--- config.mk ---
export PLATFORM = sky130hd
export DESIGN_NAME = probe_request_ie_fingerprint
export DESIGN_NICKNAME = d
export VERILOG_FILES = /design/src/rtl/piefp_pkg.sv /design/src/rtl/piefp_walker.sv /design/src/rtl/probe_request_ie_fingerprint.sv
export VERILOG_INCLUDE_DIRS = /design/src /design/src/rtl
export SDC_FILE = /design/constraint.sdc
export NUM_CORES = 1
export LEC_CHECK = 0
export BUFFER_PORTS_ARGS = -buffer_cell sky130_fd_sc_hd__buf_4
export CAP_MARGIN = 20
export CORE_ASPECT_RATIO = 1.1
export CORE_MARGIN = 2
export CORE_UTILIZATION = 44
export CTS_CLUSTER_DIAMETER = 50
export CTS_CLUSTER_SIZE = 30
export DETAILED_ROUTE_END_ITERATION = 10
export PLACE_DENSITY = 0.65
export SLEW_MARGIN = 20
export SYNTH_ARGS = -nofsm -noshare
export SYNTH_HDL_FRONTEND = slang
export SYNTH_HIERARCHICAL = 1
export SYNTH_SLANG_ARGS = --single-unit
--- constraint.sdc ---
create_clock -name clk -period 15.2 [get_ports clk]
set_input_delay 3.04 -clock clk [delete_from_list [all_inputs] [get_ports clk]]
set_output_delay 3.04 -clock clk [all_outputs]
set_load 0.02 [all_outputs]
--- src/rtl/probe_request_ie_fingerprint_defines.svh ---
// Assertion macros shared by the probe-request fingerprint RTL.
`ifndef PROBE_REQUEST_IE_FINGERPRINT_DEFINES_SVH
`define PROBE_REQUEST_IE_FINGERPRINT_DEFINES_SVH

// Same-cycle implication, disabled during reset.
`define PIEFP_ASSERT_IMPL(label, clk, rst, ante, cons) \
  label: assert property (@(posedge clk) disable iff (rst) (ante) |-> (cons)) \
    else $error("piefp: implication check failed");

// Next-cycle implication, disabled during reset.
`define PIEFP_ASSERT_NEXT(label, clk, rst, ante, cons) \
  label: assert property (@(posedge clk) disable iff (rst) (ante) |=> (cons)) \
    else $error("piefp: next-cycle check failed");

`endif

--- src/rtl/piefp_pkg.sv ---
// Types, constants and hash helper for the probe-request fingerprint block.
package piefp_pkg;

  localparam logic [11:0] MAX_FRAME_LENGTH = 12'd4095;
  localparam logic [7:0]  MAX_SSID_LENGTH  = 8'd32;
  localparam logic [31:0] HASH_BASIS       = 32'd2166136261;
  localparam logic [31:0] HASH_PRIME       = 32'd16777619;
  localparam logic [7:0]  MGMT_PROBE_FC    = 8'h40;
  localparam logic [7:0]  ID_SSID          = 8'h00;
  localparam logic [7:0]  ID_DS_PARAM      = 8'h03;
  localparam logic [11:0] HEADER_BYTES     = 12'd24;
  localparam logic [11:0] HDR_PLUS_FCS     = 12'd28;
  localparam logic [11:0] MIN_FRAME_LENGTH = 12'd30;

  localparam logic KIND_SSID_BYTE = 1'b0;
  localparam logic KIND_RECORD    = 1'b1;

  typedef struct packed {
    logic [7:0]  byte_value;
    logic [11:0] frame_length;
    logic        is_management;
    logic        last_byte;
  } piefp_item_t;

  typedef struct packed {
    logic        record_kind;
    logic [7:0]  ssid_byte;
    logic [31:0] fingerprint;
    logic [5:0]  ssid_length;
    logic        ssid_present;
  } piefp_result_t;

  // One FNV-1a step: xor in a byte, multiply by the prime (mod 2^32).
  function automatic logic [31:0] fnv_fold(input logic [31:0] h, input logic [7:0] v);
    logic [31:0] x;
    x = h ^ {24'd0, v};
    return x * HASH_PRIME;
  endfunction

endpackage

--- src/rtl/piefp_walker.sv ---
// Per-frame element walker: acceptance, header hash, SSID tracking, result build.
module piefp_walker (
  input  logic                     clk,
  input  logic                     rst,
  input  logic                     advance,
  input  piefp_pkg::piefp_item_t   item,
  input  logic                     capture_enabled,
  output logic                     res_valid,
  output piefp_pkg::piefp_result_t res
);

  typedef enum logic [2:0] {
    PH_ID   = 3'b001,
    PH_LEN  = 3'b010,
    PH_BODY = 3'b100
  } phase_t;

  typedef enum logic [2:0] {
    SR_SEARCH = 3'b001,
    SR_STREAM = 3'b010,
    SR_DONE   = 3'b100
  } search_t;

  logic [11:0] byte_position, byte_position_next;
  logic        frame_accepted, frame_accepted_next;
  phase_t      element_phase, element_phase_next;
  logic [7:0]  body_remaining, body_remaining_next;
  logic [7:0]  current_element_id, current_element_id_next;
  logic [31:0] running_hash, running_hash_next;
  logic [31:0] pre_hash, pre_hash_next;
  search_t     ssid_search_state, ssid_search_state_next;
  logic [5:0]  found_ssid_length, found_ssid_length_next;
  logic        walk_ended, walk_ended_next;

  logic [11:0] rel;
  logic [11:0] area;
  logic        fits;
  logic        ssid_out;
  logic [7:0]  b;

  assign b    = item.byte_value;
  assign rel  = byte_position - piefp_pkg::HEADER_BYTES;
  assign area = (item.frame_length >= piefp_pkg::HDR_PLUS_FCS) ?
                item.frame_length - piefp_pkg::HDR_PLUS_FCS : 12'd0;
  assign fits = ({1'b0, rel} + 13'd1 + {5'd0, b}) <= {1'b0, area};

  always_comb begin
    byte_position_next      = byte_position;
    frame_accepted_next     = frame_accepted;
    element_phase_next      = element_phase;
    body_remaining_next     = body_remaining;
    current_element_id_next = current_element_id;
    running_hash_next       = running_hash;
    pre_hash_next           = pre_hash;
    ssid_search_state_next  = ssid_search_state;
    found_ssid_length_next  = found_ssid_length;
    walk_ended_next         = walk_ended;
    ssid_out                = 1'b0;

    // Rest of the state already holds start values on the first byte.
    if (byte_position == 12'd0) begin
      frame_accepted_next = capture_enabled && item.is_management &&
                            (b == piefp_pkg::MGMT_PROBE_FC) &&
                            (item.frame_length >= piefp_pkg::MIN_FRAME_LENGTH);
    end

    if (frame_accepted && (byte_position >= piefp_pkg::HEADER_BYTES) && !walk_ended) begin
      if (rel >= area) begin
        walk_ended_next = 1'b1;
      end else begin
        unique case (element_phase)
          PH_ID: begin
            current_element_id_next = b;
            pre_hash_next           = piefp_pkg::fnv_fold(running_hash, b);
            element_phase_next      = PH_LEN;
          end
          PH_LEN: begin
            if (current_element_id != piefp_pkg::ID_SSID &&
                current_element_id != piefp_pkg::ID_DS_PARAM) begin
              running_hash_next = piefp_pkg::fnv_fold(pre_hash, b);
            end
            if (ssid_search_state == SR_SEARCH && current_element_id == piefp_pkg::ID_SSID) begin
              if (b != 8'd0 && b <= piefp_pkg::MAX_SSID_LENGTH && fits) begin
                found_ssid_length_next = b[5:0];
                ssid_search_state_next = SR_STREAM;
              end else begin
                found_ssid_length_next = 6'd0;
                ssid_search_state_next = SR_DONE;
              end
            end
            body_remaining_next = b;
            element_phase_next  = (b != 8'd0) ? PH_BODY : PH_ID;
          end
          PH_BODY: begin
            ssid_out = (ssid_search_state == SR_STREAM);
            if (body_remaining <= 8'd1) begin
              body_remaining_next = 8'd0;
              element_phase_next  = PH_ID;
              if (ssid_search_state == SR_STREAM) ssid_search_state_next = SR_DONE;
            end else begin
              body_remaining_next = body_remaining - 8'd1;
            end
          end
          default: element_phase_next = PH_ID;
        endcase
      end
    end

    res_valid        = 1'b0;
    res.record_kind  = piefp_pkg::KIND_SSID_BYTE;
    res.ssid_byte    = b;
    res.fingerprint  = 32'd0;
    res.ssid_length  = found_ssid_length_next;
    res.ssid_present = 1'b1;

    if (item.last_byte) begin
      res_valid        = frame_accepted_next;
      res.record_kind  = piefp_pkg::KIND_RECORD;
      res.ssid_byte    = 8'd0;
      res.fingerprint  = running_hash_next;
      res.ssid_present = (found_ssid_length_next != 6'd0);
      // Back to frame start for the next item.
      byte_position_next      = 12'd0;
      frame_accepted_next     = 1'b0;
      element_phase_next      = PH_ID;
      body_remaining_next     = 8'd0;
      current_element_id_next = 8'd0;
      running_hash_next       = piefp_pkg::HASH_BASIS;
      ssid_search_state_next  = SR_SEARCH;
      found_ssid_length_next  = 6'd0;
      walk_ended_next         = 1'b0;
    end else begin
      res_valid = ssid_out;
      if (byte_position < piefp_pkg::MAX_FRAME_LENGTH) byte_position_next = byte_position + 12'd1;
    end
  end

  always_ff @(posedge clk) begin
    if (rst) begin
      byte_position      <= 12'd0;
      frame_accepted     <= 1'b0;
      element_phase      <= PH_ID;
      body_remaining     <= 8'd0;
      current_element_id <= 8'd0;
      running_hash       <= piefp_pkg::HASH_BASIS;
      ssid_search_state  <= SR_SEARCH;
      found_ssid_length  <= 6'd0;
      walk_ended         <= 1'b0;
    end else if (advance) begin
      byte_position      <= byte_position_next;
      frame_accepted     <= frame_accepted_next;
      element_phase      <= element_phase_next;
      body_remaining     <= body_remaining_next;
      current_element_id <= current_element_id_next;
      running_hash       <= running_hash_next;
      ssid_search_state  <= ssid_search_state_next;
      found_ssid_length  <= found_ssid_length_next;
      walk_ended         <= walk_ended_next;
    end
  end

  always_ff @(posedge clk) begin
    if (advance) pre_hash <= pre_hash_next;
  end

endmodule

--- src/rtl/probe_request_ie_fingerprint.sv ---
// Top level of the probe-request element fingerprint block.
//
// Usage:
//   Input channel (in_valid/in_ready): one frame byte per item, with the
//   frame length, management flag and last_byte marker. Output channel
//   (out_valid/out_ready): an SSID byte (record_kind 0) or the end-of-frame
//   fingerprint record (record_kind 1). Items that produce nothing are
//   absorbed silently.
//   Config: cfg_write_en/cfg_write_data set capture_enabled; write it only
//   while the block is idle. It is sampled on the first byte of each frame.
// Timing:
//   One item per cycle sustained while out_ready stays high. An accepted
//   item is held in the input register, where the walker evaluates it and
//   updates the frame state, and its result is then loaded into the output
//   register, from which it leaves when out_ready is high. The hash step is
//   one constant multiply per cycle while the walker advances; the two folds
//   of an element header are split across its id and length bytes.
// Reset: rst (sync, active high) clears both stages, the frame state and
//   capture_enabled; the hash reloads to the FNV offset basis.
// Stall: while out_ready is low with a result pending, the input register
//   holds its item and in_ready drops once that register is full.
`include "probe_request_ie_fingerprint_defines.svh"

module probe_request_ie_fingerprint (
  input  logic        clk,
  input  logic        rst,
  input  logic        cfg_write_en,
  input  logic        cfg_write_data,
  input  logic        in_valid,
  output logic        in_ready,
  input  logic [7:0]  byte_value,
  input  logic [11:0] frame_length,
  input  logic        is_management,
  input  logic        last_byte,
  output logic        out_valid,
  input  logic        out_ready,
  output logic        record_kind,
  output logic [7:0]  ssid_byte,
  output logic [31:0] fingerprint,
  output logic [5:0]  ssid_length,
  output logic        ssid_present
);

  logic                     capture_enabled;
  logic                     s1_valid;
  piefp_pkg::piefp_item_t   s1_item;
  logic                     s1_take;
  logic                     advance;
  logic                     res_valid;
  piefp_pkg::piefp_result_t res;
  piefp_pkg::piefp_result_t out_rec;

  // Output stage can take a new result when empty or draining.
  assign s1_take  = !out_valid || out_ready;
  assign advance  = s1_valid && s1_take;
  assign in_ready = !s1_valid || s1_take;

  always_ff @(posedge clk) begin
    if (rst) begin
      capture_enabled <= 1'b0;
    end else if (cfg_write_en) begin
      capture_enabled <= cfg_write_data;
    end
  end

  // Input register.
  always_ff @(posedge clk) begin
    if (rst) begin
      s1_valid <= 1'b0;
    end else if (in_ready) begin
      s1_valid <= in_valid;
    end
  end

  always_ff @(posedge clk) begin
    if (in_ready && in_valid) begin
      s1_item.byte_value    <= byte_value;
      s1_item.frame_length  <= frame_length;
      s1_item.is_management <= is_management;
      s1_item.last_byte     <= last_byte;
    end
  end

  piefp_walker u_walker (
    .clk             (clk),
    .rst             (rst),
    .advance         (advance),
    .item            (s1_item),
    .capture_enabled (capture_enabled),
    .res_valid       (res_valid),
    .res             (res)
  );

  // Result register.
  always_ff @(posedge clk) begin
    if (rst) begin
      out_valid <= 1'b0;
    end else if (s1_take) begin
      out_valid <= s1_valid && res_valid;
    end
  end

  always_ff @(posedge clk) begin
    if (advance && res_valid) out_rec <= res;
  end

  assign record_kind  = out_rec.record_kind;
  assign ssid_byte    = out_rec.ssid_byte;
  assign fingerprint  = out_rec.fingerprint;
  assign ssid_length  = out_rec.ssid_length;
  assign ssid_present = out_rec.ssid_present;

  // An SSID byte is only streamed for a found, nonzero-length SSID.
  `PIEFP_ASSERT_IMPL(a_ssid_byte_has_len, clk, rst,
    out_valid && record_kind == piefp_pkg::KIND_SSID_BYTE,
    ssid_present && ssid_length != 6'd0 && fingerprint == 32'd0)
  // Presence flag agrees with the reported length on every record.
  `PIEFP_ASSERT_IMPL(a_present_matches_len, clk, rst,
    out_valid && record_kind == piefp_pkg::KIND_RECORD,
    ssid_present == (ssid_length != 6'd0) && ssid_byte == 8'd0)
  // Input stage must hold its item while the result register is stalled.
  `PIEFP_ASSERT_NEXT(a_stall_holds_s1, clk, rst,
    s1_valid && out_valid && !out_ready,
    s1_valid && $stable(s1_item))

endmodule
Yosys cells after proc, flatten, opt, wreduce, memory -nomap -nowiden
Cells that the tools add are included.
W data, S select, Z words.
{"block": "word_totals", "reg_bits": 179, "inputBits": 28, "output_inout_bits": 50, "elab_cells": 134}
{"block": "op_classes", "n_addsub": 6, "multipliers": 2, "n_lt_le_gt_ge": 8, "n_eq_ne": 11, "n_mux": 47, "bitwise": 3, "n_reduce_logical": 35}
{"operator": "$mux W32", "count": 5}
{"operator": "$mul A32 B25 Y32 const B", "count": 2}
{"operator": "$mux W8", "count": 8}
{"operator": "$xor A32 B8 Y32", "count": 2}
{"operator": "$mux W41", "count": 1}
{"operator": "$ge A12 B5 Y1 const B", "count": 3}
{"operator": "$mux W12", "count": 3}
{"operator": "$mux W3", "count": 12}
{"operator": "$mux W6", "count": 6}
{"operator": "$sub A12 B5 Y12 const B", "count": 2}
{"operator": "$pmux W8 S2", "count": 1}
{"operator": "$reduce_and A4 Y1", "count": 4}
{"operator": "$reduce_bool A8 Y1", "count": 2}
{"operator": "$add A12 B1 Y13 const B", "count": 1}
{"operator": "$add A13 B8 Y13", "count": 1}
{"operator": "$le A13 B12 Y1", "count": 1}
{"operator": "$logic_and A1 B1 Y1", "count": 13}
{"operator": "$add A12 B1 Y12 const B", "count": 1}
{"operator": "$ge A12 B12 Y1", "count": 1}
{"operator": "$logic_not A12 Y1", "count": 1}
{"operator": "$lt A12 B12 Y1 const B", "count": 1}
{"operator": "$mux W1", "count": 9}
{"operator": "$ne A3 B2 Y1 const B", "count": 3}
{"operator": "$pmux W3 S3", "count": 1}
{"operator": "other kinds (20)", "count": 28}

Logic depth before layout (Yosys ltp)
Gate-level depths: netlist of run 1.
{"block": "depth", "word_depth": 11, "mapped_depth": 25}

Modules after synthesis
The synthesis of run 1 kept the hierarchy.
{"module": "piefp_walker", "n_inst": 1, "cells_each": 2035, "area_each_um2": 17987.3}
{"module": "probe_request_ie_fingerprint", "n_inst": 1, "cells_each": 84, "area_each_um2": 2238.4}

Worst setup path before layout of run 1
OpenSTA, ideal clock, no wires.
{"block": "synth_path", "kind": "in2out", "from": "input out_ready", "to": "output in_ready", "arrival_time_ps": 3214, "setup_slack_ps": 8946, "cell_stages": 1, "n_path_buf": 0, "cell_sequence": "nand3b_4"}
{"block": "synth_between", "elab_chain_len": 2}
{"element": "start, declared", "line_no": "probe_request_ie_fingerprint.sv:36", "source": "input logic out_ready,"}
{"element": "$logic_or A1 B1 Y1", "line_no": "probe_request_ie_fingerprint.sv:54", "source": "assign s1_take = !out_valid || out_ready;"}
{"element": "$logic_or A1 B1 Y1", "line_no": "probe_request_ie_fingerprint.sv:56", "source": "assign in_ready = !s1_valid || s1_take;"}
{"element": "end, declared", "line_no": "probe_request_ie_fingerprint.sv:30", "source": "output logic in_ready,"}
Every way passes these cells.

Worst setup path in the final report of run 1
{"block": "layout_path", "from": "register s1_item[20] (netlist name)", "to": "register out_rec, in the netlist fingerprint[31], data pin"}
{"block": "layout_between", "elab_chain_len": 6}
{"element": "start, declared", "line_no": "probe_request_ie_fingerprint.sv:46", "source": "piefp_pkg::piefp_item_t s1_item;"}
{"element": "$xor A32 B8 Y32", "line_no": "piefp_pkg.sv:36", "source": "x = h ^ {24'd0, v};"}
{"element": "$mul A32 B25 Y32", "line_no": "piefp_pkg.sv:37", "source": "return x * HASH_PRIME;"}
{"element": "$mux W32", "line_no": "piefp_walker.sv:78", "source": "if (current_element_id != piefp_pkg::ID_SSID &&"}
{"element": "$mux W32", "line_no": "piefp_walker.sv:71", "source": "unique case (element_phase)"}
{"element": "$mux W32", "line_no": "piefp_walker.sv:68", "source": "if (rel >= area) begin"}
{"element": "$mux W32", "line_no": "piefp_walker.sv:67", "source": "if (frame_accepted && (byte_position >= piefp_pkg::HEADER_BYTES) && !walk_ended) begin"}
{"element": "end signal, assigned", "line_no": "probe_request_ie_fingerprint.sv:104", "source": "if (advance && res_valid) out_rec <= res;"}
{"element": "end, declared", "line_no": "probe_request_ie_fingerprint.sv:51", "source": "piefp_pkg::piefp_result_t out_rec;"}
Every way passes these cells.
A chain may end at the register's enable or synchronous reset.

==> reports/qor.yml, run 1 <==
yosysSeqAreaShare: 0.228
finalHoldViolCount: 0
cpMaxStageDelayCell: "xor2_1"
vdd_drop_max_uv: 79.0
hp-class: "flop to flop"
grt_pass1_wl_um: 79000
setup_violations: 0
vias_per_cell: 5.31
critPathKind: "flop to flop"
period_minus_slack_ps: 7040
path_max_fanout: 10
drive_gt1_frac: 0.0688
finalCoreUtilization: 0.482
ios: 78
h-tree-depth: 4
tightest_slew_ps: 1020
crit_start: "s1_item[20]"
stdcell_count: 2769
cts_tree: "yes"
drv_slew: 0
die_x_um: 208
p_leak_nw: 10.8
coreArea_um2: 45500
ys_types: 89
avgSynthCellArea_um2: 9.54
r2r-start: "s1_item[20]"
power_density_nw_per_um2: 78.5
io_buffers: 77
ctsResizeCount: 0
wl_um: 48600
status: "complete, no violations"
yosys_warnings: 6
grt_max_degree: 68
slew_headroom: 0.321
fin_skew_ps: 20.4
drt_iter0_markers: 696
dieArea_um2: 47700
crit_arrival_ps: 7250
synthesis.nets: 2706
synthCells: 2119
grt_use_total: 0.210
root_buffer: "clkbuf_16"
yosys_most_used_dff: "edfxtp_1"
slowest_delay_ps: 750
route.detailed.drc: 0
clkTransAtPathRegs_ps: 80
wl_per_cell_um: 17.6
cts_made_buffers: 17
power.total_mw: 1.72
num_rows: 82
min_period_over_period: 0.463
endpoint_kind: "flop"
start_util: 0.445
grt_pass1_vias: 15102
async_flop_share: 0
ys_ff_latch: 179
area_growth_pct: 8.31
vias: 14705
critPathLaunchType: "flop"
worstPathRequired_ps: 15410
final_antenna_net_count: 0
fin_nets: 2755
overflow: 0
fmax_mhz: 142
clk_path_buf_depth: 2
tns_ps: 0
cts_hold_buf: 0
min_from: "u_walker/ssid_search_state[0]"
rsz0062_at_grt: "no"
antenna_cells: 0
gp_congestion: 0.908
critical_path.cell_chain: "xor2_1, ha_1, ha_1, fa_1, ha_1, fa_1, ha_1, inv_1, fa_1, inv_1, ha_1, and4_1, a31o_2, a21oi_1, o21ai_0, a31oi_1, o21ai_1, a31oi_1, nor3b_1, a311o_1"
clk_latency_ps: 470
die_h_um: 229
dpl.hpwl_um: 39500
synth_edf_count: 102
synth_area_um2: 20200
crit_top_cell: "ha_1"
post_cts_buffers: 0
first_pass_iters: 5
drv_cap: 0
antenna_found_initial: 1
dpl.cell_count: 2737
cts.sink_count: 179
kinds of logic after synthesis:
family,after synthesis,synth area share
AOI/OAI and AO/OA,318,0.108
xor gates and xnor gates,136,0.0593
adders and majority gates,559,0.401
buffers and inverters,499,0.0962
DFF,179,0.228
muxes,15,0.00749
and+or+nand+nor,413,0.100
cells in the final DEF (no fill, tap or decap), drive strengths merged, types with 19 or more instances in the layout:
master  Yosys  final
a21boi     23     23
o21ai      59     59
nand3      49     49
ha        410    410
xnor2      74     74
dfxtp      77     77
nor3       19     19
a21o       29     29
inv       441    447
nor2       89     89
fa        149    149
a21oi      84     84
buf        20     87
edfxtp    102    102
xor2       62     62
nand2     147    147
per-stage QoR:
stage               cell area, um^2  setup WS, ps  hold WS [ps]
CTS                           21900          8210           463
detailed placement            21300          8240           452
floorplan                     20200          8950           431
global placement              21300          8310           448
global route                  21900          7910           487
finish                        21900          8160           466
path summary, 6_finish.rpt:
path	slack, ps	cells past startpoint	end
worst min register to register	470	2	u_walker/ssid_search_state[0]
worst min-delay path	470	2	u_walker/ssid_search_state[0]
worst max-delay path	8160	20	fingerprint[31]
worst max register to register	8160	20	fingerprint[31]
final cells by class:
type,count,area (um^2)
clock buffer,18,429
inverter,442,1660
fill,4251,23500
clock inverter,14,141
sequential,179,4600
tap,588,736
timing repair buffer,87,653
multi-input combinational,1441,13700
per-layer routing:
layer | vias up | global-route usage | part of all wire
met3 | 66 | 0.0256 | 0.036
met2 | 280 | 0.362 | 0.48
li1 | 7132 | - | -
met4 | 0 | 0.0744 | 0.029
met5 | - | 0 | 0
met1 | 7227 | 0.272 | 0.45
cells in the mapped netlist (all sizes together), types with 8 or more instances:
master   number  share of area
nor3         19         0.0047
nand3        49          0.012
or3          12         0.0037
nor2         89          0.017
fa          149           0.15
nor2b        15         0.0046
ha          410           0.25
mux2i        14         0.0069
nand2       147          0.027
dfxtp        77          0.076
inv         441          0.082
a22oi         8         0.0030
o21ai        59          0.015
a21boi       23         0.0085
o21bai        9         0.0033
a211oi       18         0.0067
and2         16         0.0050
xor2         62          0.027
o21a         13         0.0048
and3         10         0.0032
xnor2        74          0.032
a21o         29          0.011
a31oi        14         0.0043
o31ai         9         0.0049
a21oi        84          0.021
buf          20         0.0067
edfxtp      102           0.15
nand2b       12         0.0037
clkbuf       37         0.0074
o2bb2ai       9         0.0039
state kept, by name, summed over array words and instances (netlist names), 3 cells and up:
register / cells
u_walker/found_ssid_length: 6
ssid_length: 6
fingerprint: 32
u_walker/ssid_search_state: 3
u_walker/byte_position: 12
u_walker/body_remaining: 8
u_walker/element_phase: 3
u_walker/running_hash: 32
u_walker/current_element_id: 8
u_walker/pre_hash: 32
s1_item: 22
ssid_byte: 8
worst max-delay path: cells and delay by family, from the launching register on:
kind	cells	cell delay, ps
flip-flops	1	690
buffers and inverters	2	100
AO/OA/AOI/OAI	7	1790
adder cells (fa/ha/maj)	8	3050
XOR/XNOR	1	750
AND/OR/NAND/NOR	2	370
where the power goes:
group	internal, mW	switching [mW]
combinational	0.298	0.441
sequential	0.536	0.00854
clock	0.217	0.219
Note: power is estimated with default switching activity, not from simulation.
==> run 2: changes to the inputs <==
--- a/config.mk
+++ b/config.mk
@@ -14,7 +14,7 @@
 export CTS_CLUSTER_DIAMETER = 50
 export CTS_CLUSTER_SIZE = 30
 export DETAILED_ROUTE_END_ITERATION = 10
-export PLACE_DENSITY = 0.65
+export PLACE_DENSITY = 0.67
 export SLEW_MARGIN = 20
 export SYNTH_ARGS = -nofsm -noshare
 export SYNTH_HDL_FRONTEND = slang
==> constraint.sdc (replaced) <==
create_clock -name clk -period 5.69 [get_ports clk]
set_input_delay 1.138 -clock clk [delete_from_list [all_inputs] [get_ports clk]]
set_output_delay 1.138 -clock clk [all_outputs]
set_load 0.02 [all_outputs]
==> run 2 against run 1 <==
Effect of this change: the run now ends with negative setup slack left; wire length increased by 10%; critical endpoint is now u_walker/pre_hash[29]; fmax increased by 24%; power increased to 3.3 times the previous value; sequential power increased to 2.6 times the previous value; combinational power increased to 4.1 times the previous value.
==> reports/qor.yml, run 2 (synthesis gave the netlist of run 1 again) <==
crit_top_cell: "ha_4"
postLayoutCellArea_um2: 24400
setup_slack_ps: -9.24
wl_um: 53600
placed_area_um2: 22300
cp-endpoint: "u_walker/pre_hash[29]"
cts_made_buffers: 17
r2r_slack_ps: -9
crit_start: "s1_item[18]"
tightest_slew_ps: 870
fill_cells: 3953
critPathLaunchType: "flop"
grt_pass1_wl_um: 84200
vias: 15601
finalHoldViolCount: 0
fin_nets: 2915
dpl.hpwl_um: 43000
die_x_um: 208
drive_gt1_frac: 0.196
wl_per_cell_um: 18.3
vias_per_cell: 5.33
final_antenna_net_count: 0
cts.sink_count: 179
crit_arrival_ps: 5910
min_period_over_period: 1.00
path_delay_family: "adder cells"
r2r_end: "u_walker/pre_hash[29]"
die_h_um: 229
clkTransAtPathRegs_ps: 70
mostFrequentLayoutCell: "inv_1"
vdd_drop_max_uv: 235
wl_met3_um: 2520
gp_congestion: 0.907
drt_iter0_markers: 1095
dr_wl_met2_um: 26800
root_buffer: "clkbuf_16"
tns_ps: -9.24
power_density_nw_per_um2: 234
drv_cap: 0
worstPathRequired_ps: 5900
crit_buf_inv: 6
r2r-start: "s1_item[18]"
finalCoreUtilization: 0.536
multi_input_area_um2: 14900
period_minus_slack_ps: 5700
ff2ff_path_depth: 23
cpMaxStageDelayCell: "fa_1"
area_growth_pct: 20.5
antenna_found_initial: 1
overflow: 0
dieArea_um2: 47700
grt_use_total: 0.224
antenna_cells: 0
status: "finished, violations left"
wl_met1_um: 22900
grt_pass1_vias: 16031
setup_violations: 1
critical_path.cell_chain: "buf_6, xor2_4, ha_4, ha_4, inv_2, fa_1, inv_1, ha_2, inv_2, fa_1, inv_2, ha_4, fa_1, ha_4, buf_4, a211oi_2, o21bai_1, a211o_1, o31ai_4, nor2_2, or3_4, a211oi_2, a21oi_1"
highest-signal-layer: "met5"
io_buffers: 77
clk_path_buf_depth: 2
fmax_mhz: 175
h-tree-depth: 4
hp-class: "flop to flop"
drv_slew: 0
coreArea_um2: 45500
p_leak_nw: 11.6
endpoint_kind: "flop"
cp.depth: 23
route.detailed.drc: 0
rsz0062_at_grt: "yes"
critPathKind: "flop to flop"
slowest_delay_ps: 520
final-seq-area_um2: 4600
slew_headroom: 0.416
cts_hold_buf: 0
first_pass_iters: 6
clk_latency_ps: 470
num_rows: 82
path_max_fanout: 3
fin_skew_ps: 11.7
start_util: 0.445
layout_common_cells: "inv_1, ha_1, buf_4, fa_1, nand2_1"
grt_max_degree: 44
ios: 78
violations: "negative setup slack"
cts_tree: "yes"
## run 2: changes by cell type in the layout (fill, tap and decap cells not counted), moves of 13 or more
| cell | change |
|---|---|
| inv_1 | -16 |
| a21oi_1 | -13 |
| ha_1 | -59 |
| inv_2 | +16 |
| xor2_1 | -17 |
| ha_2 | +13 |
| buf_6 | +16 |
| buf_4 | +144 |
| ha_4 | +46 |
## run 2: through the flow
step | total power, mW | worst slack (ps) | cells | hold WS [ps]
after floorplan | 2.95 | -73.7 | 2119 | 431
after global placement | 3.78 | -318 | 2864 | 456
after detailed placement | 3.83 | -343 | 2864 | 456
after CTS | 5.17 | -11.7 | 2905 | 471
after global routing | 6.03 | -142 | 2929 | 490
final | 5.69 | -9.24 | 2929 | 471
## run 2: layer usage
layer,GRT usage,vias up
met5,0,-
met4,0.0787,2
met3,0.0269,71
met2,0.390,412
met1,0.288,7662
li1,-,7454
## run 2: worst min-delay path, stage by stage, from the launching register on
cell and delay, ps:
dfxtp_1 330, nand2_1 60, nand2_1 40
## run 2: timing repair
item | in CTS | in global routing
setup endpoints to repair | 28 | 38
pin swaps | 26 | 85
buffers inserted | 9 | 24
gates resized for setup | 49 | 148
## run 2: worst min path at each step
| stage | start | endpoint | slack, ps | depth (start not counted) |
|---|---|---|---|---|
| 2_1_floorplan | u_walker/walk_ended | u_walker/walk_ended | 430 | 2 |
| 3_3_place_gp | u_walker/ssid_search_state[0] | u_walker/ssid_search_state[0] | 460 | 2 |
| 3_5_place_dp | u_walker/ssid_search_state[0] | u_walker/ssid_search_state[0] | 460 | 2 |
| 4_1_cts | u_walker/ssid_search_state[0] | u_walker/ssid_search_state[0] | 470 | 2 |
| 5_1_grt | u_walker/ssid_search_state[0] | u_walker/ssid_search_state[0] | 490 | 2 |
| 6_report | u_walker/ssid_search_state[0] | u_walker/ssid_search_state[0] | 470 | 2 |
## run 2: final cells by class
type | instances | share of cell area
multi-input combinational | 1441 | 0.610
sequential | 179 | 0.189
timing repair buffer | 247 | 0.0786
inverter | 442 | 0.0681
tap | 588 | 0.0302
clock buffer | 17 | 0.0175
clock inverter | 15 | 0.00688
## run 2: where the power goes
| part | switching [mW] | total, mW | internal (mW) |
|---|---|---|---|
| Sequential | 0.0140 | 1.44 | 1.43 |
| Clock | 0.592 | 1.21 | 0.623 |
| Combinational | 1.63 | 3.03 | 1.40 |
==> run 3: changes to the inputs <==
--- a/config.mk
+++ b/config.mk
@@ -6,6 +6,7 @@
 export SDC_FILE = /design/constraint.sdc
 export NUM_CORES = 1
 export LEC_CHECK = 0
+export ABC_AREA = 0
 export BUFFER_PORTS_ARGS = -buffer_cell sky130_fd_sc_hd__buf_4
 export CAP_MARGIN = 20
 export CORE_ASPECT_RATIO = 1.1
@@ -15,6 +16,8 @@
 export CTS_CLUSTER_SIZE = 30
 export DETAILED_ROUTE_END_ITERATION = 10
 export PLACE_DENSITY = 0.67
+export SETUP_SLACK_MARGIN = 0.02
+export SKIP_CTS_REPAIR_TIMING = 1
 export SLEW_MARGIN = 20
 export SYNTH_ARGS = -nofsm -noshare
 export SYNTH_HDL_FRONTEND = slang
==> run 3 against run 2 <==
Effect of this change: the run still ends with negative setup slack left; setup slack got worse by 1.9 ps; via count hardly changed; final cell count is 0.14% lower; global-route usage shrank 0.20 points; first-iteration DRC count decreased by 8.3%; power is 1.1% higher; critical endpoint is now u_walker/pre_hash[30]; highest routed layer unchanged.
==> reports/qor.yml, run 3 (synthesis gave the netlist of run 1 again) <==
area_growth_pct: 20.6
place_ws_ps: -343
r2r_slack_ps: -10
antenna_cells: 0
crit_start: "s1_item[18]"
drv_cap: 0
coreArea_um2: 45500
clk_path_buf_depth: 2
gp_congestion: 0.907
cts_tree: "yes"
h-tree-depth: 4
die_h_um: 229
cts.sink_count: 179
drt_iter0_markers: 1004
vias: 15588
postLayoutCellArea_um2: 24400
grt_pass1_vias: 15909
power_density_nw_per_um2: 236
route.detailed.drc: 0
period_minus_slack_ps: 5700
grt_max_degree: 44
ff2ff_path_depth: 23
io_buffers: 77
tightest_slew_ps: 884
finalHoldViolCount: 0
violations: "negative setup slack"
setup_violations: 2
critPathLaunchType: "flop"
hold-worst-slack_ps: 474
root_buffer: "clkbuf_16"
power.total_mw: 5.76
rsz0062_at_grt: "yes"
antenna_found_initial: 1
layout_common_cells: "inv_1, ha_1, buf_4, nand2_1, fa_1"
setup_slack_ps: -11.2
dieArea_um2: 47700
tns_ps: -13.0
fin_skew_ps: 12.3
holdPathEnd: "u_walker/ssid_search_state[0]"
grt_pass1_wl_um: 83400
ios: 78
hp-class: "flop to flop"
r2r_end: "u_walker/pre_hash[30]"
die_x_um: 208
vias_per_cell: 5.33
r2r-start: "s1_item[18]"
clk_latency_ps: 470
min_from: "u_walker/ssid_search_state[0]"
critPathKind: "flop to flop"
clkTransAtPathRegs_ps: 70
drv_slew: 0
overflow: 0
vdd_drop_max_uv: 240
num_rows: 82
placed_area_um2: 22300
start_util: 0.445
dpl.hpwl_um: 43000
min_period_over_period: 1.00
drive_gt1_frac: 0.197
slew_headroom: 0.406
crit_arrival_ps: 5920
fmax_mhz: 175
mostFrequentLayoutCell: "inv_1"
path_max_fanout: 3
finalCoreUtilization: 0.537
cts_made_buffers: 17
status: "finished, violations left"
first_pass_iters: 6
worstPathRequired_ps: 5910
hold-path-cell-count: 2
final_antenna_net_count: 0
endpoint_kind: "flop"
fin_nets: 2911
wl_um: 54100
dpl.cell_count: 2864
stdcell_count: 2925
p_leak_nw: 11.6
grt_use_total: 0.222
wl_per_cell_um: 18.5
run 3: critical path: stages, from the launching register on:
cell and delay (ps):
edfxtp_1 470, buf_6 170, xor2_4 240, ha_4 250, ha_4 250, inv_2 30
fa_1 460, inv_1 80, ha_2 170, inv_2 40, fa_1 520, inv_2 50
ha_4 210, fa_2 590, ha_4 220, a21oi_2 170, o21ai_2 100, a31o_2 270
a41oi_4 230, nor4b_4 90, or3_4 370, a211oi_4 240, a21oi_2 90, xor2_1 130
run 3: how the worst max path moves through the flow:
stage	end
6_report	u_walker/pre_hash[30]
5_1_grt	u_walker/pre_hash[30]
4_1_cts	fingerprint[31]
2_1_floorplan	fingerprint[31]
3_5_place_dp	fingerprint[31]
3_3_place_gp	fingerprint[31]
run 3: power breakdown:
part | internal (mW) | switching, mW
sequential | 1.43 | 0.0147
combinational | 1.42 | 1.67
clock | 0.623 | 0.597
total | 3.47 | 2.28
run 3: cell type report:
| cell class | count | area [um^2] |
|---|---|---|
| multi-input cells | 1441 | 14900 |
| well taps | 588 | 736 |
| fillers | 3943 | 21100 |
| clock buffers | 17 | 425 |
| clock inverters | 15 | 168 |
| flip-flops and latches | 179 | 4610 |
| inverters | 442 | 1660 |
| repair buffers | 243 | 1880 |
run 3: metal layers:
metal | vias up | share of wire | track usage
met4 | 2 | 0.037 | 0.0796
met1 | 7630 | 0.43 | 0.287
li1 | 7450 | - | -
met5 | - | 0.00024 | 0
met3 | 95 | 0.043 | 0.0257
met2 | 411 | 0.49 | 0.384
